File: src/hw/rtl/qdl_pkg.sv
// Shared types and codes for the Q16.16 dense layer with ReLU.
`timescale 1ns / 1ps
`default_nettype none
package qdl_pkg;

  // Input operation codes.
  localparam logic OP_LOAD   = 1'b0;
  localparam logic OP_WEIGHT = 1'b1;

  // Configuration register indexes.
  localparam logic [1:0] CFG_INPUT_COUNT  = 2'd0;
  localparam logic [1:0] CFG_NEURON_COUNT = 2'd1;
  localparam logic [1:0] CFG_RELU_ENABLE  = 2'd2;

  typedef struct packed {
    logic               op;
    logic [5:0]         act_index;
    logic signed [31:0] value;
  } in_req_t;

  typedef struct packed {
    logic [7:0]         neuron_index;
    logic signed [31:0] neuron_value;
    logic               last_neuron;
  } out_req_t;

  typedef struct packed {
    logic [6:0] input_count;
    logic [7:0] neuron_count;
    logic       relu_enable;
  } cfg_t;

  // One classified word handed from the front end to the accumulator.
  typedef struct packed {
    logic               is_bias;
    logic               is_end;
    logic               relu;
    logic               last;
    logic [7:0]         neuron_index;
    logic signed [31:0] value;
    logic signed [31:0] act;
  } cmd_t;

endpackage
`default_nettype wire

File: src/hw/rtl/qdl_back.sv
// Back end: Q16.16 multiply, rounding, saturating accumulate and ReLU.
`timescale 1ns / 1ps
`default_nettype none
module qdl_back
  import qdl_pkg::*;
(
  input  wire logic     clk,
  input  wire logic     rst_n,
  input  wire logic     cmd_empty,
  input  wire cmd_t     cmd_data,
  output      logic     cmd_pop,
  output      logic     res_push,
  output      out_req_t res_data,
  input  wire logic     res_full
);

  localparam logic signed [47:0] SAT_MAX = 48'sh0000_7FFF_FFFF;
  localparam logic signed [47:0] SAT_MIN = -48'sh0000_8000_0000;

  logic               p_valid_r, p_valid_nxt;
  logic               p_bias_r, p_end_r, p_relu_r, p_last_r;
  logic [7:0]         p_index_r;
  logic signed [31:0] p_value_r;
  logic signed [63:0] p_prod_r;
  logic signed [31:0] acc_r, acc_nxt;

  logic               adv;
  logic signed [63:0] rounded;
  logic signed [47:0] q_wide;
  logic signed [31:0] q_sat;
  logic signed [32:0] sum_wide;
  logic signed [31:0] sum_sat;

  assign adv         = !(p_valid_r && p_end_r && res_full);
  assign cmd_pop     = adv && !cmd_empty;
  assign p_valid_nxt = adv ? !cmd_empty : p_valid_r;

  // Round to nearest with ties away from zero in a single add.
  always_comb begin
    rounded = p_prod_r + (p_prod_r[63] ? 64'sd32767 : 64'sd32768);
    q_wide  = rounded[63:16];
    if (q_wide > SAT_MAX) begin
      q_sat = 32'sh7FFF_FFFF;
    end else if (q_wide < SAT_MIN) begin
      q_sat = 32'sh8000_0000;
    end else begin
      q_sat = q_wide[31:0];
    end
    sum_wide = {acc_r[31], acc_r} + {q_sat[31], q_sat};
    if (sum_wide[32] != sum_wide[31]) begin
      sum_sat = sum_wide[32] ? 32'sh8000_0000 : 32'sh7FFF_FFFF;
    end else begin
      sum_sat = sum_wide[31:0];
    end
  end

  always_comb begin
    acc_nxt = acc_r;
    if (p_valid_r && adv) begin
      acc_nxt = p_bias_r ? p_value_r : sum_sat;
    end
    res_push              = p_valid_r && adv && p_end_r && !p_bias_r;
    res_data.neuron_index = p_index_r;
    res_data.neuron_value = (p_relu_r && sum_sat[31]) ? '0 : sum_sat;
    res_data.last_neuron  = p_last_r;
  end

  always_ff @(posedge clk) begin
    if (!rst_n) begin
      p_valid_r <= 1'b0;
      acc_r     <= '0;
    end else begin
      p_valid_r <= p_valid_nxt;
      acc_r     <= acc_nxt;
    end
  end

  always_ff @(posedge clk) begin
    if (cmd_pop) begin
      p_bias_r  <= cmd_data.is_bias;
      p_end_r   <= cmd_data.is_end;
      p_relu_r  <= cmd_data.relu;
      p_last_r  <= cmd_data.last;
      p_index_r <= cmd_data.neuron_index;
      p_value_r <= cmd_data.value;
      p_prod_r  <= cmd_data.act * cmd_data.value;
    end
  end

endmodule
`default_nettype wire

File: config.mk
export PLATFORM = sky130hd
export DESIGN_NAME = qdl_back
export DESIGN_NICKNAME = d
export VERILOG_FILES = /design/src/hw/rtl/qdl_pkg.sv /design/src/hw/rtl/qdl_back.sv
export SDC_FILE = /design/constraint.sdc
export NUM_CORES = 2
export LEC_CHECK = 0
export BUFFER_PORTS_ARGS = -buffer_cell sky130_fd_sc_hd__buf_2
export CELL_PAD_IN_SITES_DETAIL_PLACEMENT = 2
export CELL_PAD_IN_SITES_GLOBAL_PLACEMENT = 2
export CORE_MARGIN = 2
export CORE_UTILIZATION = 46
export CTS_CLUSTER_DIAMETER = 80
export DETAILED_ROUTE_END_ITERATION = 10
export GPL_TIMING_DRIVEN = 0
export PLACE_DENSITY_LB_ADDON = 0.1
export SETUP_SLACK_MARGIN = 0.1
export SYNTH_ARGS = -nofsm -noshare
export SYNTH_HDL_FRONTEND = slang
export SYNTH_SLANG_ARGS = --single-unit
File: constraint.sdc
create_clock -name clk -period 16.3 [get_ports clk]
set_clock_uncertainty 0.05 [all_clocks]
set_input_delay 2.445 -clock clk [delete_from_list [all_inputs] [get_ports clk]]
set_output_delay 2.445 -clock clk [all_outputs]
set_load 0.005 [all_outputs]
==> run metrics <==
status=complete, no violations; Clock Path Buffers=2; Post-synth ARST share=0; Tightest Pin Transition=1.46 ns; area of the multi-input gates=35300 µm²; share of layout cells above drive strength 1=0.0402; initial antenna violation count=22; die height=315 µm; Worst Path Arrival=11.88 ns; dpl cells=6266; Critical Path Sink Type=flop; Slew headroom=0.0275; Mean Syn Cell Area=9.14 µm²; Highest Clock Rate=0.0852 GHz; DR pass1 iterations=6; routed vias/inst=5.91; routability cong.=0.969; count leader, synth=inv_1; synthesized flop and latch total=141; row count=114; Synth Cell Area=44500 µm²; Seq. cell area=3900 µm²; Inserted Clock Buffers=17; root buf cell=clkbuf_16; Finished Core Util=0.493; worst slack, placed=4.36 ns; Initial Util=0.462; Vias=37280; CP Class=in2reg; first-pass GRT wire length=297000 µm; clk_lat worst skew=0.45 ns; Fillers=10447; num ports=123; syn nets=6258; Yosys top cell by area=fa_1; drt drc=0; register area share after synthesis=0.0878; largest net degree at the start of global routing=33; max-cap violation count=0; # setup viols final=0; Hold WC Path Type=reg2reg; cell count after synthesis=4864; Post-Route WL=204000 µm; worst setup margin=4.56 ns; Initial DRC Count=3003; CTS Sinks=141; worst path required time=16.45 ns; fin crit share=0.720; Synth top cells by count=1145 x inv_1, 1083 x fa_1, 844 x nand2_1; dpl hpwl=170000 µm; final antenna-violating net count=0; P&R area growth vs syn=6.72%; final hold violations=0; Crit Path Max Fanout=10; DIE AREA=99100 µm²; drt wl/cell=32.3 µm; Post-synth EDFFs=108; setup tns final=0 ns; CTS tree=built; RSZ-0062 raised after global routing=no; Area contributors post-synth=fa_1 49%, inv_1 9.7%, edfxtp_1 7.3%; area share of the largest cell type after synthesis=0.488; synth unique cells=86; Synth warnings=0; Non-Filler Instances=6312; CTS Hold Bufs=0; CTS resizes=0; Total Routing Usage GR=0.419; nets@finish=6403; Final min period=11.74 ns; chip width=315 µm; startpoint type of the worst setup path=primary input; Post-synth top flop=edfxtp_1; H-tree depth=4; core area=96300 µm²; max-slew violations=0; gr ovfl total=0; Post-CTS Setup Inserts=0; Worst-path clk slew=0.07 ns; number of port buffers=122; vias in the first global route=44211
## cell type report
cell class	instances	share of cell area
inverters	1145	0.0906
multi-input cells	3333	0.743
flip-flops and latches	141	0.0823
well taps	1276	0.0336
repair buffers	126	0.0149
diodes	14	0.000738
clock buffers	18	0.00905
clock inverters	14	0.00435
plain buffers	245	0.0210
## critical path, cell delays in order
cell	delay, ns
buf_2	0.31
clkbuf_1	0.93
nand2_1	0.24
fa_1	0.57
fa_1	0.46
fa_1	0.50
inv_1	0.07
fa_1	0.48
fa_1	0.52
inv_1	0.06
fa_1	0.55
inv_1	0.05
fa_1	0.49
inv_1	0.06
fa_1	0.75
inv_1	0.09
ha_1	0.38
a21oi_1	0.35
or4b_1	0.52
o311a_1	0.40
a21boi_1	0.54
o21ai_1	0.36
a211oi_1	0.41
o31ai_1	0.15
xor2_1	0.16
## through the flow
stage	cell area, µm²	hold slack, ns
floorplan	44500	0.386
global placement	46700	0.421
detailed placement	46800	0.428
CTS	47400	0.442
global route	47400	0.452
finish	47400	0.443
## sequential cells by signal, summed over array words and instances (netlist names)
name       count
p_prod_r      64
acc_r         32
p_value_r     32
p_index_r      8
p_bias_r       1
p_end_r        1
p_last_r       1
p_relu_r       1
p_valid_r      1
## kinds of logic (layout without fill, tap and decap cells)
logic type	Yosys count	in the layout	share of synthesized area
xor gates and xnor gates	124	124	0.0244
AOI/OAI and AO/OA	447	447	0.0659
other	0	14	0
DFF	141	141	0.0878
muxes	2	2	0.000450
adders and majority gates	1317	1317	0.553
and+or+nand+nor	1443	1443	0.149
buffers and inverters	1390	1548	0.119
## worst paths after layout
check / from / to / slack (ns) / depth (start not counted)
hold reg to reg: acc_r[30] / acc_r[30] / 0.44 / 2
setup reg to reg: p_prod_r[63] / acc_r[28] / 7.54 / 23
setup / recovery: cmd_data[41] / p_prod_r[62] / 4.56 / 25
hold / removal: acc_r[30] / acc_r[30] / 0.44 / 2
## placed cells by master, fill, tap and decap left out, types with 8 or more instances in the layout
| cell | synthesis | routed |
|---|---|---|
| nor4_1 | 8 | 8 |
| o21ai_0 | 104 | 104 |
| or3_1 | 49 | 49 |
| nand4_1 | 20 | 20 |
| a211oi_1 | 22 | 22 |
| buf_2 | 8 | 130 |
| a21o_1 | 52 | 52 |
| diode_2 | 0 | 14 |
| a311oi_1 | 9 | 9 |
| dfxtp_1 | 33 | 33 |
| a211o_1 | 10 | 10 |
| nor2_1 | 131 | 131 |
| xnor2_1 | 74 | 74 |
| nor3_1 | 25 | 25 |
| inv_1 | 1145 | 1145 |
| xor2_1 | 50 | 50 |
| o211ai_1 | 11 | 11 |
| a31oi_1 | 26 | 25 |
| and3_1 | 17 | 17 |
| o21bai_1 | 15 | 15 |
| clkbuf_1 | 227 | 227 |
| clkbuf_16 | 0 | 17 |
| ha_1 | 231 | 231 |
| nand3_1 | 33 | 33 |
| edfxtp_1 | 108 | 108 |
| a21oi_1 | 107 | 107 |
| fa_1 | 1083 | 1083 |
| and2_1 | 248 | 248 |
| nand2b_1 | 23 | 23 |
| nand2_1 | 844 | 844 |
| o21a_1 | 22 | 22 |
## per-layer routing
layer	vias to the layer above	track usage	share of wire
met3	689	0.0762	0.077
met5	-	0	0.00019
met1	19942	0.499	0.36
met2	1861	0.687	0.48
li1	14782	-	-
met4	6	0.300	0.084
Power is left out: the tool's default activity adds up to more than one toggle a clock period on the data nets, which glitch-free logic cannot reach.
