$ cat config.mk
export PLATFORM = sky130hd
export DESIGN_NAME = qdl_front
export DESIGN_NICKNAME = d
export VERILOG_FILES = /design/src/hw/rtl/qdl_pkg.sv /design/src/hw/rtl/qdl_front.sv
export SDC_FILE = /design/constraint.sdc
export NUM_CORES = 2
export LEC_CHECK = 0
export BUFFER_PORTS_ARGS = -buffer_cell sky130_fd_sc_hd__buf_4
export CAP_MARGIN = 10
export CELL_PAD_IN_SITES_DETAIL_PLACEMENT = 0
export CELL_PAD_IN_SITES_GLOBAL_PLACEMENT = 2
export CORE_ASPECT_RATIO = 0.5
export CORE_MARGIN = 3
export CORE_UTILIZATION = 55
export DETAILED_ROUTE_END_ITERATION = 12
export PLACE_DENSITY_LB_ADDON = 0.12
export SYNTH_ARGS = -nofsm -noshare
export SYNTH_HDL_FRONTEND = slang
export SYNTH_SLANG_ARGS = --single-unit
$ cat constraint.sdc
create_clock -name clk -period 8.2 [get_ports clk]
set_input_delay 1.64 -clock clk [delete_from_list [all_inputs] [get_ports clk]]
set_output_delay 1.64 -clock clk [all_outputs]
set_load 0.01 [all_outputs]
$ cat src/hw/rtl/qdl_pkg.sv
// Shared types and codes for the Q16.16 dense layer with ReLU.
`timescale 1ns / 1ps
`default_nettype none
package qdl_pkg;

  // Input operation codes.
  localparam logic OP_LOAD   = 1'b0;
  localparam logic OP_WEIGHT = 1'b1;

  // Configuration register indexes.
  localparam logic [1:0] CFG_INPUT_COUNT  = 2'd0;
  localparam logic [1:0] CFG_NEURON_COUNT = 2'd1;
  localparam logic [1:0] CFG_RELU_ENABLE  = 2'd2;

  typedef struct packed {
    logic               op;
    logic [5:0]         act_index;
    logic signed [31:0] value;
  } in_req_t;

  typedef struct packed {
    logic [7:0]         neuron_index;
    logic signed [31:0] neuron_value;
    logic               last_neuron;
  } out_req_t;

  typedef struct packed {
    logic [6:0] input_count;
    logic [7:0] neuron_count;
    logic       relu_enable;
  } cfg_t;

  // One classified word handed from the front end to the accumulator.
  typedef struct packed {
    logic               is_bias;
    logic               is_end;
    logic               relu;
    logic               last;
    logic [7:0]         neuron_index;
    logic signed [31:0] value;
    logic signed [31:0] act;
  } cmd_t;

endpackage
`default_nettype wire

$ cat src/hw/rtl/qdl_front.sv
// Front end: activation store, weight sequencing and neuron bookkeeping.
`timescale 1ns / 1ps
`default_nettype none
module qdl_front
  import qdl_pkg::*;
#(
  parameter int MAX_INPUTS = 64
) (
  input  wire logic    clk,
  input  wire logic    rst_n,
  input  wire cfg_t    cfg,
  input  wire logic    in_push,
  input  wire in_req_t in_data,
  output      logic    in_full,
  output      logic    cmd_push,
  output      cmd_t    cmd_data,
  input  wire logic    cmd_full
);

  localparam int         AW    = (MAX_INPUTS > 1) ? $clog2(MAX_INPUTS) : 1;
  localparam logic [7:0] MAX_W = 8'(MAX_INPUTS);

  logic [31:0] act_mem [MAX_INPUTS];
  logic [31:0] act_rd_r;

  logic       s1_valid_r, s1_valid_nxt;
  cmd_t       s1_cmd_r, s1_cmd_nxt;
  logic       s1_slot_ok_r, slot_ok;
  logic [6:0] pos_r, pos_nxt;
  logic [7:0] cnt_r, cnt_nxt;

  logic       accept, is_load, is_weight, load_ok;
  logic [7:0] n_in, n_out, slot, load_slot;
  logic       word_end, layer_last;

  assign in_full   = s1_valid_r && cmd_full;
  assign accept    = in_push && !in_full;
  assign is_load   = accept && (in_data.op == OP_LOAD);
  assign is_weight = accept && (in_data.op == OP_WEIGHT);
  assign load_slot = {2'b00, in_data.act_index};
  assign load_ok   = (load_slot < MAX_W);

  // Effective counts: zero counts as one, input count limited to the store.
  always_comb begin
    if (cfg.input_count == '0) begin
      n_in = 8'd1;
    end else if ({1'b0, cfg.input_count} > MAX_W) begin
      n_in = MAX_W;
    end else begin
      n_in = {1'b0, cfg.input_count};
    end
    n_out = (cfg.neuron_count == '0) ? 8'd1 : cfg.neuron_count;
  end

  assign slot       = {1'b0, pos_r} - 8'd1;
  assign slot_ok    = (slot < MAX_W);
  assign word_end   = (pos_r != '0) && !({1'b0, pos_r} < n_in);
  assign layer_last = (cnt_r >= (n_out - 8'd1));

  always_comb begin
    pos_nxt      = pos_r;
    cnt_nxt      = cnt_r;
    s1_valid_nxt = s1_valid_r && cmd_full;
    s1_cmd_nxt   = s1_cmd_r;
    if (is_weight) begin
      s1_valid_nxt            = 1'b1;
      s1_cmd_nxt.is_bias      = (pos_r == '0);
      s1_cmd_nxt.is_end       = word_end;
      s1_cmd_nxt.relu         = cfg.relu_enable;
      s1_cmd_nxt.last         = layer_last;
      s1_cmd_nxt.neuron_index = cnt_r;
      s1_cmd_nxt.value        = in_data.value;
      s1_cmd_nxt.act          = '0;
      if (pos_r == '0) begin
        pos_nxt = 7'd1;
      end else if (word_end) begin
        pos_nxt = '0;
        cnt_nxt = layer_last ? '0 : cnt_r + 8'd1;
      end else begin
        pos_nxt = pos_r + 7'd1;
      end
    end
  end

  always_ff @(posedge clk) begin
    if (!rst_n) begin
      s1_valid_r <= 1'b0;
      pos_r      <= '0;
      cnt_r      <= '0;
    end else begin
      s1_valid_r <= s1_valid_nxt;
      pos_r      <= pos_nxt;
      cnt_r      <= cnt_nxt;
    end
  end

  always_ff @(posedge clk) begin
    s1_cmd_r <= s1_cmd_nxt;
    if (is_weight) begin
      s1_slot_ok_r <= slot_ok;
      act_rd_r     <= act_mem[slot[AW-1:0]];
    end
    if (is_load && load_ok) begin
      act_mem[load_slot[AW-1:0]] <= in_data.value;
    end
  end

  always_comb begin
    cmd_push     = s1_valid_r && !cmd_full;
    cmd_data     = s1_cmd_r;
    cmd_data.act = s1_slot_ok_r ? act_rd_r : '0;
  end

endmodule
`default_nettype wire

==> impl_metrics.yaml <==
outcome:
  status: "finished, final reports clean"
place:
  hpwl_microns: 113400
  numPortBuffers: 136
  place_congestion: 0.8170
cells_and_area:
  fillers: 9840
  fin_nets: 3724
  seqCellArea_sq_mm: 0.06414
  syn_to_final_growth_pct: 11.78
  drive_gt1_frac: 0.3050
  multiInputGateArea_sq_mm: 0.01741
global_route:
  antenna_found_initial: 10
  grt_pass1_vias: 37230
  grt_overflow: 0
  grt_max_degree: 131
  grt_usage: 0.2586
  grt_pass1_wl_microns: 279600
sta:
  setup_viol: 0
  hold_violations: 0
  max_slew.worst_pin.slew_ns: 1.277
  slew_headroom: 0.1483
  holdWs_ns: 0.5422
  skew_ns: 0.04159
  post-route-period-util: 0.5892
  setup_tns_ns: 0
  post-route-min-period_ns: 4.831
  slew_viol_final: 0
  max_freq_ghz: 0.2070
  rsz0062_at_grt: "false"
route:
  drc: 0
  antenna_left: 0
  drt_iter0_markers: 4541
  avgViaCountPerCell: 6.478
  via_count: 37250
  wl_microns: 195100
  wl_per_cell_microns: 33.94
  first_pass_iters: 5
clock_tree:
  worstSkewPairLatency_ns: 0.81
  clk_path_buf_depth: 4
  postCtsHoldBufs: 0
  cts-root-buf: "clkbuf_16"
  post-cts-setup-buffer-count: 0
  cts-resized-gates: 0
  cts_tree: "built"
  numCtsBuffers: 185
  path_clk_slew_ns: 0.07
  clock_sinks: 2141
  htree_levels: 4
yosys:
  synth-edff-count: 2125
  syn-instance-count: 3415
  ys_types: 52
  syn_avg_cell_area_sq_um: 23.97
  mappedNetlistArea_sq_mm: 0.08186
  synth_seq_area_share: 0.7835
  async_flop_share: 0
  syn_nets: 3492
  synth_flop_cell: "edfxtp_1"
  ys_ff_latch: 2141
  yosysWarnings: 0
die:
  num_rows: 99
  coreArea_sq_mm: 0.1468
  fp.dieArea_sq_mm: 0.1538
  start_util: 0.5577
  ioPinCount: 137
  die_y_microns: 278.8
  die_w_microns: 551.6
critical_path:
  crit_start: "pos_r[0]"
  critPathKind: "reg2reg"
  worstSetupEndpoint: "act_rd_r[19]"
  r2r-end: "act_rd_r[19]"
  crit_required_ns: 8.72
  rrSetupSlack_ns: 3.37
  critical_path_arrival_ns: 5.35
  rr_worst_depth: 7
  start_kind: "flop"
  r2r_start: "pos_r[0]"
  endpoint_kind: "flop"
  path_max_fanout: 81
pwr:
  powerDensity_mw_per_mm2: 241.2
  ir_drop_v: 0.0001772
  p_total_mw: 22.07
  leakage_nw: 27.90
hold_path:
  hold_path.class: "reg2reg"
run:
  drv_cap: 0
==> per-stage QoR <==
stage | instance area [sq um] | cells | worst slack, ns | utilization
global placement | 85800 | 5429 | 2.659 | 0.5846
global route | 91490 | 5748 | 2.868 | 0.6233
finish | 91500 | 5750 | 3.369 | 0.6233
floorplan | 81860 | 3415 | 3.436 | -
CTS | 91490 | 5746 | 3.223 | 0.6233
detailed placement | 85800 | 5429 | 2.671 | 0.5846
==> kinds of logic (layout without fill, tap and decap cells) <==
| logic type | count (synthesis) | count (layout) | share of synthesized area |
|---|---|---|---|
| other | 0 | 4 | 0 |
| flip-flops | 2141 | 2141 | 0.7835 |
| multiplexers | 672 | 672 | 0.1751 |
| buffers and inverters | 188 | 550 | 0.01084 |
| XOR/XNOR | 12 | 12 | 0.001376 |
| adder cells (fa/ha/maj) | 18 | 18 | 0.002751 |
| AO/OA/AOI/OAI | 182 | 182 | 0.01441 |
| AND/OR/NAND/NOR | 202 | 202 | 0.01206 |
==> cells in the mapped netlist, drive strengths merged (3+ instances only) <==
library cell     n  area share
xnor2            8     0.00086
and3             3     0.00023
mux4           608        0.17
mux2i           64      0.0078
nor4             3     0.00023
or3              3     0.00023
edfxtp        2125        0.78
dfxtp           16      0.0039
nand2b          12     0.00092
a21oi           39      0.0024
o22ai           31      0.0024
nand3b           4     0.00037
nor3             9     0.00061
ha              18      0.0028
o211ai          11      0.0010
nor3b            4     0.00037
o21ai           40      0.0024
a211oi           3     0.00028
inv             11     0.00050
nor2            84      0.0039
clkbuf          90      0.0041
o221ai          33      0.0035
nand2           26      0.0012
nand3           11     0.00067
a21o             6     0.00055
buf             87      0.0062
and2            33      0.0025
xor2             4     0.00052
nor2b            3     0.00023
a31oi            7     0.00053
==> registers in the layout (all words and copies together) (netlist names) <==
name          cells
act_mem        2048
cmd_data         44
act_rd_r         32
cnt_r             8
pos_r             7
s1_slot_ok_r      1
s1_valid_r        1
==> critical path, stage by stage, from the launching register on <==
cell and delay, ns:
dfxtp_4 0.75, buf_12 0.55, buf_4 0.70, buf_4 0.81, mux4_2 0.61, mux4_2 0.60
o21ai_0 0.21, a21oi_1 0.10
==> worst min path at each step <==
stage / depth (start not counted) / slack [ns] / from / endpoint
detailed placement: 0 / 0.53 / cnt_r[7] / cmd_data[71]
global placement: 2 / 0.52 / s1_valid_r / s1_valid_r
floorplan: 0 / 0.48 / cnt_r[0] / cmd_data[64]
CTS: 0 / 0.55 / cnt_r[7] / cmd_data[71]
global route: 0 / 0.56 / cnt_r[7] / cmd_data[71]
finish: 0 / 0.54 / cnt_r[7] / cmd_data[71]
==> where the power goes <==
part / internal (mW) / switching (mW)
clock network: 4.67 / 3.79
logic: 0.579 / 0.918
registers: 12.1 / 0.0227
total: 17.3 / 4.73
==> per-layer routing <==
layer  global-route usage  vias to the layer above  share of wire
li1                     -                    15200              -
met1               0.3972                    20220           0.42
met2               0.3693                     1615           0.45
met3              0.08754                      221           0.12
met4              0.04887                        0          0.018
met5                    0                        -              0
==> layout make-up <==
| class | count | share of cell area |
|---|---|---|
| clock inverters | 86 | 0.008465 |
| diodes | 4 | 0.0001094 |
| repair buffers | 222 | 0.01917 |
| well taps | 1969 | 0.02693 |
| multi-input cells | 1086 | 0.1903 |
| inverters | 11 | 0.0004786 |
| clock buffers | 231 | 0.05365 |
| flip-flops and latches | 2141 | 0.7009 |
==> placed cells by master (no fill, tap or decap), types with 4 or more instances in the layout <==
cell type and n:
nand3b_1 4, diode_2 4, clkinv_1 35, clkinv_2 27, nand2_1 26, nand3_1 11
o22ai_1 31, mux2i_1 64, nor2_1 20, buf_4 215, nor2_4 64, bufinv_16 14
dfxtp_1 15, a21o_1 6, ha_1 17, nand2b_1 11, nor3_1 8, clkinvlp_4 6
clkbuf_1 41, o221ai_1 33, buf_12 7, and2_1 33, xnor2_1 4, xnor2_2 4
mux4_2 608, inv_1 10, nor3b_1 4, o21ai_0 39, clkbuf_16 190, a31oi_1 6
a21oi_1 39, o211ai_1 11, edfxtp_1 2125
No activity file was read; power rests on OpenSTA's default activity.
