==> src/hw/rtl/qdl_fifo.sv <==
// Small synchronous FIFO used between the pipeline parts.
`timescale 1ns / 1ps
`default_nettype none
module qdl_fifo #(
  parameter int WIDTH = 8,
  parameter int DEPTH = 4
) (
  input  wire logic             clk,
  input  wire logic             rst_n,
  input  wire logic             push,
  input  wire logic [WIDTH-1:0] wdata,
  output      logic             full,
  input  wire logic             pop,
  output      logic [WIDTH-1:0] rdata,
  output      logic             empty
);

  localparam int PW = (DEPTH > 1) ? $clog2(DEPTH) : 1;

  logic [WIDTH-1:0] mem_r [DEPTH];
  logic [PW-1:0]    wr_ptr_r, wr_ptr_nxt;
  logic [PW-1:0]    rd_ptr_r, rd_ptr_nxt;
  logic [PW:0]      count_r, count_nxt;
  logic             do_push, do_pop;

  assign full    = (count_r == (PW+1)'(DEPTH));
  assign empty   = (count_r == '0);
  assign do_push = push && !full;
  assign do_pop  = pop && !empty;
  assign rdata   = mem_r[rd_ptr_r];

  always_comb begin
    wr_ptr_nxt = wr_ptr_r;
    rd_ptr_nxt = rd_ptr_r;
    count_nxt  = count_r;
    if (do_push) begin
      wr_ptr_nxt = (wr_ptr_r == PW'(DEPTH - 1)) ? '0 : wr_ptr_r + 1'b1;
    end
    if (do_pop) begin
      rd_ptr_nxt = (rd_ptr_r == PW'(DEPTH - 1)) ? '0 : rd_ptr_r + 1'b1;
    end
    if (do_push && !do_pop) begin
      count_nxt = count_r + 1'b1;
    end else if (do_pop && !do_push) begin
      count_nxt = count_r - 1'b1;
    end
  end

  always_ff @(posedge clk) begin
    if (!rst_n) begin
      wr_ptr_r <= '0;
      rd_ptr_r <= '0;
      count_r  <= '0;
    end else begin
      wr_ptr_r <= wr_ptr_nxt;
      rd_ptr_r <= rd_ptr_nxt;
      count_r  <= count_nxt;
    end
  end

  always_ff @(posedge clk) begin
    if (do_push) begin
      mem_r[wr_ptr_r] <= wdata;
    end
  end

endmodule
`default_nettype wire

==> config.mk <==
export PLATFORM = sky130hd
export DESIGN_NAME = qdl_fifo
export DESIGN_NICKNAME = d
export VERILOG_FILES = /design/src/hw/rtl/qdl_fifo.sv
export SDC_FILE = /design/constraint.sdc
export NUM_CORES = 1
export LEC_CHECK = 0
export ABC_AREA = 1
export BUFFER_PORTS_ARGS = -buffer_cell sky130_fd_sc_hd__clkbuf_2
export CORE_MARGIN = 4
export CORE_UTILIZATION = 39
export CTS_CLUSTER_DIAMETER = 30
export DETAILED_ROUTE_END_ITERATION = 10
export SYNTH_ARGS = -nofsm -noshare
export SYNTH_HDL_FRONTEND = slang
export SYNTH_SLANG_ARGS = --single-unit
==> constraint.sdc <==
create_clock -name clk -period 2.29 [get_ports clk]
set_input_delay 0.229 -clock clk [delete_from_list [all_inputs] [get_ports clk]]
set_output_delay 0.229 -clock clk [all_outputs]
set_load 0.01 [all_outputs]
==> out/results.ini, run 1 <==
[outcome]
status = complete, no violations

[sta]
relSlewSlack = 0.7658
fin_crit_sh = 0.8301
fin_skew_ps = 5.917
fin_tns_setup_ps = 0
worst_pin_slew_ps = 350.8
finalHoldViolCount = 0
finalWorstSetupSlack_ps = 389.2
max_freq_mhz = 526.1
slew_viol_final = 0
post-route-min-period_ps = 1901
rsz0062_at_grt = no
setup_viol = 0

[yosys]
synth.distinct_cells = 18
syn-cell-area_um2 = 1693
avgSynthCellArea_um2 = 11.44
ys_seq_area_frac = 0.6741
netlist_instances = 148
synth_seq_cells = 41
yosysWarnings = 0
mappedNetlistNets = 167

[clock_tree]
clk_pin_slew_ps = 80
clockBufferDepth = 2
htree_levels = 2
cts_inserted_buffers = 5
cts_setup_buffers = 0
cts_hold_buf = 0
clock_sinks = 41
clockRootBuffer = clkbuf_8
ctsResizeCount = 0
clock_latency_ps = 290
cts_tree = yes

[floorplanning]
coreArea_um2 = 4086
start_util = 0.4143
rows = 23
ioPinCount = 22
die_area_um2 = 5459
die_y_um = 73.89
die_w_um = 73.89

[layout]
syn_to_final_growth_pct = 17.59
n_antenna_cell = 0
final_net_count = 198
stdcell_count = 230
fin_util = 0.4871
drive_above_1_share = 0.2167
fillers = 366

[critical_path]
crit_arrival_ps = 2080
slowest_stage = fa_1
path_delay_family = adder cells
crit_buf_inv = 2
startpoint_type = register
max_stage_delay_ps = 420
worstPathRequired_ps = 2470
critPathCaptureType = register
critPathMaxFanout = 7
crit_type = reg -> reg
worstPathCellList = nor2_1 -> nand2_1 -> nand2_2 -> inv_1 -> ha_1 -> inv_1 -> fa_1 -> o21ai_0 -> nor2_1
r2r_start = count_r[1]$_SDFFE_PN0P_
crit_start = count_r[1]$_SDFFE_PN0P_
worst-r2r-setup-slack_ps = 390

[global_route]
antenna_found_initial = 0
grt_pass1_wl_mm = 4.988
grt-ovfl-total = 0
grt_pass1_vias = 1114
grt_use_total = 0.1256
grt_max_degree = 17

[routing]
antenna_left = 0
vias = 1120
wire_per_inst_um = 13.21
dr.pass1.iters = 4
dr.first_iter.drc_count = 80
viasPerCell = 4.870
wirelength_mm = 3.038
drc = 0

[placed_design]
dp.final_hpwl_mm = 2.157
portBuffers = 21
dp_cells = 222
pre_cts_ws_ps = 388.4
gp_congestion = 0.7384

[power]
powerDensity_nw_per_um2 = 1151
clkPwrFrac = 0.249
combPwrFrac = 0.311
irDropWorstVdd_uv = 447.2
intPower_w = 0.001520
p_leak_nw = 0.8165
power.switching_w = 0.0007722
finalPower_w = 0.002292
switching_share = 0.3370
pwr-share-seq = 0.440

[min_path]
hp-start = wdata[7]
hp-class = in -> reg

[flow_run]
drv_cap = 0

cells by family after synthesis:
family,count (synthesis),synth area share
DFF,41,0.6741
and+or+nand+nor,51,0.1190
buffers and inverters,21,0.05543
adders and majority gates,7,0.05617
AOI/OAI and AO/OA,28,0.09535
sequential cells by signal, summed over array words and instances, names as in the netlist, named ones only:
register  flops
mem_r        32
count_r       3
rd_ptr_r      2
wr_ptr_r      2
synth_stat cells:
cell type,number,area share
o21ai_2,3,0.016
inv_2,1,0.0022
nand4_1,1,0.0037
nand3b_1,1,0.0044
nor2_1,33,0.073
nand2_2,1,0.0037
edfxtp_1,32,0.57
fa_1,1,0.012
ha_1,6,0.044
buf_6,2,0.013
nand2_1,14,0.031
o21ai_1,1,0.0030
o22ai_1,8,0.030
a21oi_1,2,0.0059
o21ai_0,14,0.041
inv_1,18,0.040
nand3_1,1,0.0030
dfxtp_1,9,0.11
layout by cell type, fill, tap and decap left out, types with 3 or more instances in the layout:
cell type,instances
ha_1,6
edfxtp_1,32
o21ai_2,3
clkbuf_8,5
dfxtp_1,9
buf_4,5
o22ai_1,8
inv_1,18
o21ai_0,14
nand2_1,14
nor2_1,33
clkbuf_2,21
metal layers:
metal,vias up,GRT usage,wire (um)
met1,535,0.1432,1251
met3,5,0.03967,124
met4,0,0.04829,32
met2,17,0.2175,1629
li1,563,-,-
met5,-,0,0
final cells by class:
class                   instances  area, um2  share of cell area
repair buffers                 26      142.6             0.07165
multi-input cells              86      457.9              0.2300
inverters                      19      71.32             0.03583
clock buffers                   5      68.82             0.03457
flip-flops and latches         41       1141              0.5732
well taps                      50      62.56             0.03143
clock inverters                 3      46.29             0.02326
through the flow:
| stage | area [um2] | hold slack [ps] |
|---|---|---|
| detailed placement | 1876 | 449.5 |
| global placement | 1876 | 443.9 |
| CTS | 1991 | 143.8 |
| floorplan | 1693 | 327.9 |
| global route | 1991 | 140.4 |
| finish | 1991 | 150.6 |
worst reg2reg max path: stages (launching register included):
cell and delay, ps:
dfxtp_1 340, nor2_1 150, nand2_1 130, nand2_2 140, inv_1 60, ha_1 200, inv_1 90, fa_1 420
o21ai_0 200, nor2_1 60
worst paths after layout:
| path | endpoint | depth (start not counted) |
|---|---|---|
| hold reg to reg | count_r[0]$_SDFFE_PN0P_ | 2 |
| hold / removal | mem_r[0][7]$_DFFE_PP_ | 1 |
| setup reg to reg | count_r[1]$_SDFFE_PN0P_ | 9 |
| setup / recovery | count_r[1]$_SDFFE_PN0P_ | 9 |
power by group through the flow:
stage                     Sequential [W]  Clock, W  Combinational, W
final                            0.00101  0.000570          0.000713
after global routing             0.00102  0.000623          0.000822
after global placement           0.00102         0          0.000681
after detailed placement         0.00103         0          0.000725
after floorplan                  0.00100         0          0.000493
after CTS                        0.00101  0.000582          0.000727
(Power assumes the default switching activity.)
==> run 2: changes to the inputs <==
==> constraint.sdc (replaced) <==
create_clock -name clk -period 1.8 [get_ports clk]
set_input_delay 0.18 -clock clk [delete_from_list [all_inputs] [get_ports clk]]
set_output_delay 0.18 -clock clk [all_outputs]
set_load 0.01 [all_outputs]
==> out/results.ini, run 2 (synthesized netlist as in run 1, its figures left out) <==
[outcome]
status = complete, no violations

[power]
pwr-share-seq = 0.448
p_leak_nw = 0.8288
power.switching_w = 0.001026
combPwrFrac = 0.343
intPower_w = 0.001874
clkPwrFrac = 0.209
powerDensity_nw_per_um2 = 1433
irDropWorstVdd_uv = 506.2
switching_share = 0.3538

[layout]
regMostFlops = mem_r
n_antenna_cell = 0
top_regs = mem_r x32, count_r x3
layout_common_cells = nor2_1 (32), edfxtp_1 (32), clkbuf_2 (21), inv_1 (18), o21ai_0 (14)
drive_above_1_share = 0.2717
syn_to_final_growth_pct = 19.59
final_net_count = 202
largest_reg_flops = 32
fin_area_um2 = 2024

[global_route]
grt_pass1_wl_mm = 4.836
grt-busiest-layer = met2
grt_use_total = 0.1225
antenna_found_initial = 0
use_met2 = 0.2067
grtUsageMet1 = 0.1416
grt-ovfl-total = 0
grt_pass1_vias = 1090
use_met3 = 0.04651
grt_max_degree = 17

[clock_tree]
clk_pin_slew_ps = 90
clock_sinks = 41
clockRootBuffer = clkbuf_8
cts_tree = yes
clockBufferDepth = 2
clock_latency_ps = 300
cts_inserted_buffers = 5
htree_levels = 2

[placed_design]
gp_congestion = 0.7015
place_area_um2 = 1891
portBuffers = 21
dp.final_hpwl_mm = 2.090

[routing]
drc = 0
wirelength_mm = 3.088
dr.first_iter.drc_count = 73
vias = 1136
antenna_left = 0
dr.pass1.iters = 4
viasPerCell = 4.855
wire_per_inst_um = 13.20

[critical_path]
startpoint_type = register
worstPathRequired_ps = 1620
max_stage_delay_ps = 510
critPathCaptureType = output port
slowest_stage = dfxtp_1
crit_arrival_ps = 1510
crit_type = reg -> out
worstPathCellList = buf_4 -> o21ai_0 -> o22ai_1 -> clkbuf_2
critPathMaxFanout = 10

[sta]
post-route-min-period_ps = 1687
relSlewSlack = 0.7692
slew_viol_final = 0
fin_crit_sh = 0.9370
max_freq_mhz = 592.9
fin_skew_ps = 11.09
whs_ps = 94.62
setup_viol = 0
finalHoldViolCount = 0
worst_pin_slew_ps = 345.7

[floorplanning]
start_util = 0.4143
die_y_um = 73.89
die_w_um = 73.89
die_area_um2 = 5459
ioPinCount = 22
rows = 23
coreArea_um2 = 4086

[min_path]
hp-class = in -> reg

[flow_run]
drv_cap = 0

-- run 2: cell types whose count changed in the layout (fill, tap and decap cells not counted) --
| cell | previous run | this run |
|---|---|---|
| buf_4 | 5 | 9 |
| bufinv_16 | 1 | 0 |
| nor2_4 | 0 | 1 |
| dfxtp_4 | 0 | 2 |
| inv_6 | 0 | 1 |
| nand2_2 | 1 | 4 |
| nand2_1 | 14 | 11 |
| ha_1 | 6 | 5 |
| ha_2 | 0 | 1 |
| dfxtp_1 | 9 | 7 |
| nor2_1 | 33 | 32 |
-- run 2: critical path: cells and delay by family, from the launching register on --
kind,cells,cell delay [ps]
flops,1,510
buf+inv,2,400
compound gates,2,300
-- run 2: metrics by stage --
step | setup TNS (ps) | util | cells | setup WS [ps] | power, W
after floorplan | 0 | - | 148 | 109.9 | 0.001898
after detailed placement | 0 | 0.4626 | 224 | 43.60 | 0.002235
after CTS | 0 | 0.4856 | 232 | 20.20 | 0.002835
after global routing | -18.55 | 0.4954 | 234 | -10.01 | 0.003114
after global placement | 0 | 0.4626 | 224 | 106.4 | 0.002189
final | 0 | 0.4954 | 234 | 113.3 | 0.002900
-- run 2: what timing repair did --
action / 4_1_cts / 5_1_grt
setup buffers: 0 / 2
resized for setup: 0 / 10
hold buffers: 0 / 0
endpoints found under the setup margin: 0 / 2
-- run 2: path summary, 6_finish.rpt --
kind                                                 to  cells after the start                     from  slack (ps)
worst max register to register  count_r[1]$_SDFFE_PN0P_                      9  count_r[0]$_SDFFE_PN0P_         120
worst min register to register  count_r[1]$_SDFFE_PN0P_                      2  count_r[1]$_SDFFE_PN0P_         540
worst min-delay path              mem_r[3][6]$_DFFE_PP_                      1                 wdata[6]          90
worst max-delay path                           rdata[0]                      4                 register         110
-- run 2: final cells by class --
type / instances / area [um2]
Clock buffer: 5 / 68.82
Fill cell: 379 / 2062
Timing Repair Buffer: 30 / 172.7
Clock inverter: 3 / 25.02
Sequential cell: 41 / 1149
Tap cell: 50 / 62.56
Multi-Input combinational cell: 86 / 475.5
Inverter: 19 / 71.32
-- run 2: power groups by stage --
stage,combinational [W],clock [W],sequential [W]
6_report,0.000994,0.000606,0.00130
5_1_grt,0.00113,0.000667,0.00132
4_1_cts,0.000936,0.000613,0.00129
3_5_place_dp,0.000927,0,0.00131
3_3_place_gp,0.000890,0,0.00130
2_1_floorplan,0.000627,0,0.00127
-- run 2: metal layers --
metal / share of wire / vias to the layer above / wire [um]
met4: 0.014 / 0 / 42
met1: 0.42 / 537 / 1294
li1: - / 571 / -
met5: 0 / - / 0
met3: 0.047 / 6 / 146
met2: 0.52 / 22 / 1605
